### src/rtl/ssdc_pkg.sv
// Shared types, frame mode codes and the CRC byte step for the stuffed stream deframer.
// Has no dependencies; every other file in rtl uses it.
package ssdc_pkg;

  typedef struct packed {
    logic [7:0] cipher_byte;
    logic [7:0] keystream_byte;
    logic       end_of_buffer;
  } item_t;

  typedef struct packed {
    logic [7:0] out_byte;
    logic       out_kind;
  } result_t;

  typedef struct packed {
    logic       pending;
    logic [8:0] frame_mode;
  } status_t;

  localparam logic [31:0] CRC_POLY = 32'h04C1_1DB7;
  localparam logic [31:0] CRC_INIT = 32'hFFFF_FFFF;

  localparam logic [8:0] MODE_DATA = 9'h000;
  localparam logic [8:0] MODE_CRC0 = 9'h080;
  localparam logic [8:0] MODE_CRC1 = 9'h081;
  localparam logic [8:0] MODE_CRC2 = 9'h082;
  localparam logic [8:0] MODE_CRC3 = 9'h083;
  localparam logic [8:0] MODE_ESC  = 9'h100;

  localparam logic [7:0] BYTE_ZERO    = 8'h00;
  localparam logic [7:0] BYTE_NEWLINE = 8'h0A;

  localparam logic KIND_DATA  = 1'b0;
  localparam logic KIND_ERROR = 1'b1;

  function automatic logic [31:0] crc_fold(input logic [31:0] crc, input logic [7:0] ch);
    logic [31:0] c;
    c = crc ^ {ch, 24'h000000};
    for (int i = 0; i < 8; i++) begin
      if (c[31]) begin
        c = {c[30:0], 1'b0} ^ CRC_POLY;
      end else begin
        c = {c[30:0], 1'b0};
      end
    end
    return c;
  endfunction

endpackage

### src/rtl/ssdc_deframe.sv
// Input register, frame mode / CRC state and the per-byte deframing step.
// Depends on ssdc_pkg; pushes results into ssdc_skid.
module ssdc_deframe (
  input  logic              clk,
  input  logic              rst,
  input  logic              item_valid,
  output logic              item_ready,
  input  ssdc_pkg::item_t   item,
  input  logic              space,
  output logic              push,
  output ssdc_pkg::result_t push_data,
  output ssdc_pkg::status_t status
);

  logic              in_valid;
  ssdc_pkg::item_t   in_q;
  logic [8:0]        frame_mode;
  logic [31:0]       running_crc;
  logic [31:0]       received_crc;

  logic [8:0]        frame_mode_next;
  logic [31:0]       running_crc_next;
  logic [31:0]       received_crc_next;
  logic              fire;
  logic              emit;
  logic [7:0]        x;
  logic [31:0]       crc_x;
  logic [31:0]       crc_esc;
  logic [31:0]       rcv_full;

  assign fire       = in_valid && space;
  assign item_ready = !in_valid || space;
  assign push       = fire && emit;
  assign status     = '{pending: in_valid, frame_mode: frame_mode};

  assign x        = in_q.cipher_byte ^ in_q.keystream_byte;
  assign crc_x    = ssdc_pkg::crc_fold(running_crc, x);
  assign crc_esc  = ssdc_pkg::crc_fold(ssdc_pkg::crc_fold(running_crc, ssdc_pkg::BYTE_ZERO), x);
  assign rcv_full = received_crc | {24'h000000, x};

  always_comb begin
    frame_mode_next   = frame_mode;
    running_crc_next  = running_crc;
    received_crc_next = received_crc;
    emit              = 1'b0;
    push_data         = '{out_byte: ssdc_pkg::BYTE_ZERO, out_kind: ssdc_pkg::KIND_DATA};
    priority if (frame_mode[8]) begin
      if (!x[7]) begin
        running_crc_next = crc_esc;
      end
      frame_mode_next = {1'b0, x};
      emit = (x == ssdc_pkg::BYTE_ZERO);
    end else if (frame_mode == ssdc_pkg::MODE_CRC0) begin
      received_crc_next = {x, 24'h000000};
      frame_mode_next   = ssdc_pkg::MODE_CRC1;
    end else if (frame_mode == ssdc_pkg::MODE_CRC1) begin
      received_crc_next = received_crc | {8'h00, x, 16'h0000};
      frame_mode_next   = ssdc_pkg::MODE_CRC2;
    end else if (frame_mode == ssdc_pkg::MODE_CRC2) begin
      received_crc_next = received_crc | {16'h0000, x, 8'h00};
      frame_mode_next   = ssdc_pkg::MODE_CRC3;
    end else if (frame_mode == ssdc_pkg::MODE_CRC3) begin
      received_crc_next = rcv_full;
      frame_mode_next   = ssdc_pkg::MODE_DATA;
      emit              = 1'b1;
      if (rcv_full != running_crc) begin
        push_data.out_kind = ssdc_pkg::KIND_ERROR;
      end else begin
        running_crc_next   = ssdc_pkg::CRC_INIT;
        push_data.out_byte = ssdc_pkg::BYTE_NEWLINE;
      end
    end else if (frame_mode != ssdc_pkg::MODE_DATA) begin
      running_crc_next = crc_x;
      frame_mode_next  = frame_mode - 9'd1;
    end else if (x == ssdc_pkg::BYTE_ZERO) begin
      frame_mode_next = ssdc_pkg::MODE_ESC;
    end else begin
      running_crc_next   = crc_x;
      emit               = 1'b1;
      push_data.out_byte = x;
    end
  end

  always_ff @(posedge clk) begin
    if (rst) begin
      in_valid <= 1'b0;
    end else if (item_ready) begin
      in_valid <= item_valid;
    end
  end

  always_ff @(posedge clk) begin
    if (item_valid && item_ready) begin
      in_q <= item;
    end
  end

  always_ff @(posedge clk) begin
    if (rst) begin
      frame_mode   <= ssdc_pkg::MODE_DATA;
      running_crc  <= ssdc_pkg::CRC_INIT;
      received_crc <= 32'h0000_0000;
    end else if (fire) begin
      frame_mode   <= frame_mode_next;
      running_crc  <= running_crc_next;
      received_crc <= received_crc_next;
    end
  end

endmodule

### src/rtl/ssdc_skid.sv
// Two-entry result buffer that decouples the deframer from the result receiver.
// Depends on ssdc_pkg for the result type.
module ssdc_skid (
  input  logic              clk,
  input  logic              rst,
  input  logic              push,
  input  ssdc_pkg::result_t push_data,
  output logic              space,
  output logic              result_valid,
  input  logic              result_ready,
  output ssdc_pkg::result_t result,
  output logic [1:0]        count
);

  ssdc_pkg::result_t buf0;
  ssdc_pkg::result_t buf1;
  logic [1:0]        count_next;
  logic              pop;

  assign space        = (count != 2'd2);
  assign result_valid = (count != 2'd0);
  assign result       = buf0;
  assign pop          = result_valid && result_ready;

  always_comb begin
    count_next = count;
    if (push && !pop) begin
      count_next = count + 2'd1;
    end else if (pop && !push) begin
      count_next = count - 2'd1;
    end
  end

  always_ff @(posedge clk) begin
    if (rst) begin
      count <= 2'd0;
    end else begin
      count <= count_next;
    end
  end

  always_ff @(posedge clk) begin
    if (pop) begin
      if (count == 2'd2) begin
        buf0 <= buf1;
        if (push) begin
          buf1 <= push_data;
        end
      end else if (push) begin
        buf0 <= push_data;
      end
    end else if (push) begin
      if (count == 2'd0) begin
        buf0 <= push_data;
      end else begin
        buf1 <= push_data;
      end
    end
  end

endmodule

### src/rtl/stuffed_stream_deframer_crc_check.sv
// Top level of the stuffed stream deframer with CRC check.
// Depends on ssdc_pkg, ssdc_deframe and ssdc_skid.
//
// Usage:
//   item channel   (item_valid / item_ready / item): one cipher byte and its
//                  keystream byte per transfer; end_of_buffer is carried along
//                  and does not affect decoding.
//   result channel (result_valid / result_ready / result): zero or one result
//                  per item, in item order: a data byte, a newline after a
//                  matching CRC, or an error result after a mismatch.
//   Throughput: one item per cycle while the result buffer has space; the byte
//   step (escape decode plus up to two CRC byte folds) sits between the input
//   register and the result buffer. An item waits in the input register until
//   the result buffer has space; its result, if any, is then pushed into the
//   result buffer and shows on result_valid from there.
//   Reset: frame mode returns to normal data, the running CRC to all ones,
//   the received CRC to zero, and the input and result buffers empty.
//   Receiver stall: the two-entry result buffer absorbs results; once it is
//   full the input register holds its byte and item_ready drops.
module stuffed_stream_deframer_crc_check (
  input  logic              clk,
  input  logic              rst,
  input  logic              item_valid,
  output logic              item_ready,
  input  ssdc_pkg::item_t   item,
  output logic              result_valid,
  input  logic              result_ready,
  output ssdc_pkg::result_t result
);

  logic              space;
  logic              push;
  ssdc_pkg::result_t push_data;
  ssdc_pkg::status_t status;
  logic [1:0]        count;

  ssdc_deframe u_deframe (
    .clk        (clk),
    .rst        (rst),
    .item_valid (item_valid),
    .item_ready (item_ready),
    .item       (item),
    .space      (space),
    .push       (push),
    .push_data  (push_data),
    .status     (status)
  );

  ssdc_skid u_skid (
    .clk          (clk),
    .rst          (rst),
    .push         (push),
    .push_data    (push_data),
    .space        (space),
    .result_valid (result_valid),
    .result_ready (result_ready),
    .result       (result),
    .count        (count)
  );

  a_mode_legal: assert property (@(posedge clk) disable iff (rst)
    !(status.frame_mode[8] && (status.frame_mode[7:0] != 8'h00)))
    else $error("frame mode in unused escape range");

  a_count_bound: assert property (@(posedge clk) disable iff (rst)
    count != 2'd3)
    else $error("result buffer overfilled");

  a_push_shows: assert property (@(posedge clk) disable iff (rst)
    push && (count == 2'd0) |=> result_valid)
    else $error("pushed result not presented");

  a_hold_pending: assert property (@(posedge clk) disable iff (rst)
    status.pending && !space |=> status.pending)
    else $error("stalled input byte dropped");

endmodule

### config.mk
export PLATFORM = sky130hd
export DESIGN_NAME = stuffed_stream_deframer_crc_check
export DESIGN_NICKNAME = d
export VERILOG_FILES = /design/src/rtl/ssdc_pkg.sv /design/src/rtl/ssdc_deframe.sv /design/src/rtl/ssdc_skid.sv /design/src/rtl/stuffed_stream_deframer_crc_check.sv
export SDC_FILE = /design/constraint.sdc
export NUM_CORES = 1
export LEC_CHECK = 0
export BUFFER_PORTS_ARGS = -buffer_cell sky130_fd_sc_hd__buf_2
export CAP_MARGIN = 20
export CORE_ASPECT_RATIO = 1.4
export CORE_MARGIN = 1
export CORE_UTILIZATION = 55
export DETAILED_ROUTE_END_ITERATION = 10
export PLACE_DENSITY = 0.75
export SLEW_MARGIN = 20
export SYNTH_ARGS = -nofsm -noshare
export SYNTH_HDL_FRONTEND = slang
export SYNTH_SLANG_ARGS = --single-unit
### constraint.sdc
create_clock -name clk -period 3.3 [get_ports clk]
set_input_delay 0.66 -clock clk [delete_from_list [all_inputs] [get_ports clk]]
set_output_delay 0.66 -clock clk [all_outputs]
set_load 0.01 [all_outputs]
==> flow_metrics.tcl <==
set metrics [dict create \
    status "complete, no violations" \
    die_x_um 101 \
    rrSetupSlack_ns 0.25 \
    h-tree-depth 3 \
    ctsHoldBuffers 0 \
    muxShareOfSynthArea_pct 1.48 \
    overflow 0 \
    arrival_ns 3.11 \
    r2r-start "u_deframe.frame_mode[2]" \
    routed_wl_um 21600 \
    antennaDiodeCount 0 \
    tns_ns 0 \
    slew_headroom_pct 39.4 \
    ys_ff_latch 110 \
    synth-compound-area-share_pct 14.8 \
    cts_tree "built" \
    synth-adder-area-share_pct 1.16 \
    ff2ff_path_depth 9 \
    max_freq_mhz 328 \
    async_reset_ff_share_pct 0 \
    synth_simple_gate_area_share_pct 8.74 \
    antenna_left 0 \
    die_h_um 140 \
    path_cells "or4_1 -> or4_1 -> a21oi_1 -> o21ai_0 -> a21oi_1 -> inv_1 -> ha_1 -> nor3b_2 -> buf_4" \
    syn-num-nets 770 \
    dp_hpwl_um 16300 \
    final_util_pct 62.4 \
    synth_top_family_by_area "XOR/XNOR gates" \
    cpPeakStageDelay_ns 0.62 \
    placementRows 50 \
    num-fill-cells 1123 \
    cp_slowest_cell "or4_1" \
    rsz0062_at_grt "false" \
    post_cts_resized 0 \
    via_count 5911 \
    drcViolationCount 0 \
    syn-cell-area_mm2 0.00752 \
    endpoint "u_skid.buf1[7]" \
    drive_above_1_share_pct 17.5 \
    grt_util_all_layers_pct 31.6 \
    startpoint "u_deframe.frame_mode[2]" \
    hold_ws_ns 0.478 \
    clock_latency_ns 0.35 \
    worstReg2RegEnd "u_skid.buf1[7]" \
    min_path_type "primary input to register" \
    critical_path_class "register to register" \
    gp_congestion 0.982 \
    nNetsFinal 818 \
    grt_pass1_wl_um 33100 \
    first_pass_iters 5 \
    root_buffer "clkbuf_16" \
    grt_pass1_vias 5861 \
    fin_worst_skew_ns 0.00699 \
    cts_buffers 9 \
    start_util_pct 56.2 \
    synth-edff-count 34 \
    grt_antenna_before_repair 0 \
    synth_cell_types 64 \
    wl_per_cell_um 22.1 \
    fin_crit_ns 3.05 \
    drt_iter0_markers 503 \
    core_mm2 0.0134 \
    ys.flop_type "dfxtp_1" \
    final_hold_viol_count 0 \
    worst_pin_slew_ns 0.899 \
    max-cap-violations 0 \
    ys_seq_area_share_pct 33.8 \
    synth_xor_area_share_pct 36.1 \
    grt_max_degree 32 \
    crit_fanout 9 \
    clk_pin_slew_worst_paths_ns 0.08 \
    synthToLayoutAreaGrowth_pct 11.0 \
    cts.path.max_buffers 2 \
    io_pins 32 \
    setup_violations 0 \
    cts_setup_buffers 0 \
    yosys_warnings 0 \
    finalMaxSlewViolations 0 \
    synth_cells 742 \
    numClockSinks 110 \
    required_ns 3.36 \
    finalCritPeriodShare_pct 92.4 \
    synth_area_per_cell_um2 10.1 \
    cp-end-kind "register" \
    worstSetupStartpointType "register" \
    io_buffers 30 \
    die_area_mm2 0.0142 \
    viasPerCell 6.05 \
]
==> critical path: cells and delay by family (launching register included) <==
| kind | cells | cell delay, ns |
|---|---|---|
| AND/OR/NAND/NOR | 3 | 1.30 |
| AO/OA/AOI/OAI | 3 | 0.61 |
| flip-flops | 1 | 0.37 |
| buffers and inverters | 2 | 0.28 |
| adder cells (fa/ha/maj) | 1 | 0.21 |
==> routing by layer <==
layer  share of wire (%)  up-vias  GRT usage, %
li1                    -     2667             -
met2                  50      308          54.2
met1                  37     2843          36.5
met5                   0        -             0
met3                 6.2       93          4.24
met4                 7.0        0          20.4
==> metrics by stage <==
| step | instance area, um2 | std cells | setup slack (ns) |
|---|---|---|---|
| final | 8350 | 977 | 0.249 |
| after global routing | 8350 | 977 | 0.0768 |
| after floorplan | 7520 | 742 | 0.210 |
| after CTS | 8350 | 977 | 0.264 |
| after global placement | 8020 | 961 | 0.324 |
| after detailed placement | 8020 | 961 | 0.305 |
==> layout by cell type (no fill, tap or decap), types with 11 or more instances in the layout <==
cell / netlist / final
buf_2: 3 / 30
a21oi_1: 38 / 38
o22ai_1: 15 / 15
dfxtp_1: 76 / 76
edfxtp_1: 34 / 34
o21ai_0: 46 / 45
buf_4: 2 / 48
xor2_1: 52 / 52
nor2_1: 78 / 78
xnor3_1: 16 / 16
o21a_1: 11 / 11
nand2_1: 25 / 25
o211ai_1: 25 / 25
xnor2_1: 146 / 146
==> state kept, by name, summed over array words and instances (netlist names) <==
| name | cells |
|---|---|
| u_deframe.frame_mode | 9 |
| u_deframe.in_q | 16 |
| u_deframe.in_valid | 1 |
| u_deframe.received_crc | 32 |
| u_deframe.running_crc | 32 |
| u_skid.buf1 | 9 |
| u_skid.count | 2 |
| u_skid.result | 9 |
==> cells by family (layout without fill, tap and decap cells) <==
| family | after synthesis | in the layout |
|---|---|---|
| adder cells (fa/ha/maj) | 7 | 7 |
| AND/OR/NAND/NOR | 147 | 147 |
| XOR/XNOR | 243 | 243 |
| multiplexers | 10 | 10 |
| buffers and inverters | 50 | 103 |
| AO/OA/AOI/OAI | 175 | 175 |
| flip-flops | 110 | 110 |
==> cell usage after synthesis, types with 3 or more instances <==
library cell    n  area share [%]
nand4_1         6            0.50
mux2_2          9             1.3
o21a_1         11             1.1
xor2_4          4             1.5
buf_2           3            0.20
xnor3_4         3             1.0
a22oi_1         4            0.40
edfxtp_1       34              14
inv_1           8            0.40
buf_6           3            0.45
dfxtp_1        76              20
or2_2           3            0.25
xnor2_2         9             1.9
a211oi_1        9            0.90
nor3_1          7            0.47
nand3_1         4            0.27
xor2_2          5             1.1
clkbuf_1       23             1.1
a21oi_1        38             2.5
or3_1           3            0.25
nor2_1         78             3.9
and2_1          5            0.42
a22o_1          4            0.47
ha_1            7             1.2
xnor3_2         3            0.95
o211ai_1       25             2.5
nor4_1          5            0.42
o22ai_1        15             1.2
o21ai_0        46             3.1
xor2_1         52             6.1
nand2b_1        3            0.25
xnor2_1       146              17
clkbuf_8        7             1.3
nand2_1        25             1.2
o32ai_1         3            0.35
xnor3_1        16             4.8
==> worst min path at each step <==
stage / startpoint / to / slack [ns] / cells after the start
after floorplan: u_deframe.received_crc[0] / u_deframe.received_crc[0] / 0.44 / 2
after global placement: u_deframe.received_crc[3] / u_deframe.received_crc[3] / 0.45 / 2
after detailed placement: u_deframe.received_crc[3] / u_deframe.received_crc[3] / 0.47 / 2
after CTS: item[7] / u_deframe.in_q[7] / 0.48 / 1
final: item[15] / u_deframe.in_q[15] / 0.48 / 1
after global routing: item[7] / u_deframe.in_q[7] / 0.47 / 1
==> cell type report <==
| type | count | area, um2 | share of cell area [%] |
|---|---|---|---|
| Sequential cell | 110 | 2540 | 30.5 |
| Tap cell | 182 | 228 | 2.73 |
| Multi-Input combinational cell | 582 | 4690 | 56.1 |
| Timing Repair Buffer | 79 | 531 | 6.35 |
| Clock buffer | 11 | 243 | 2.91 |
| Clock inverter | 5 | 88.8 | 1.06 |
| Inverter | 8 | 30.0 | 0.360 |
Power is left out: the tool's default activity adds up to more than one toggle a clock period on the data nets, which glitch-free logic cannot reach.
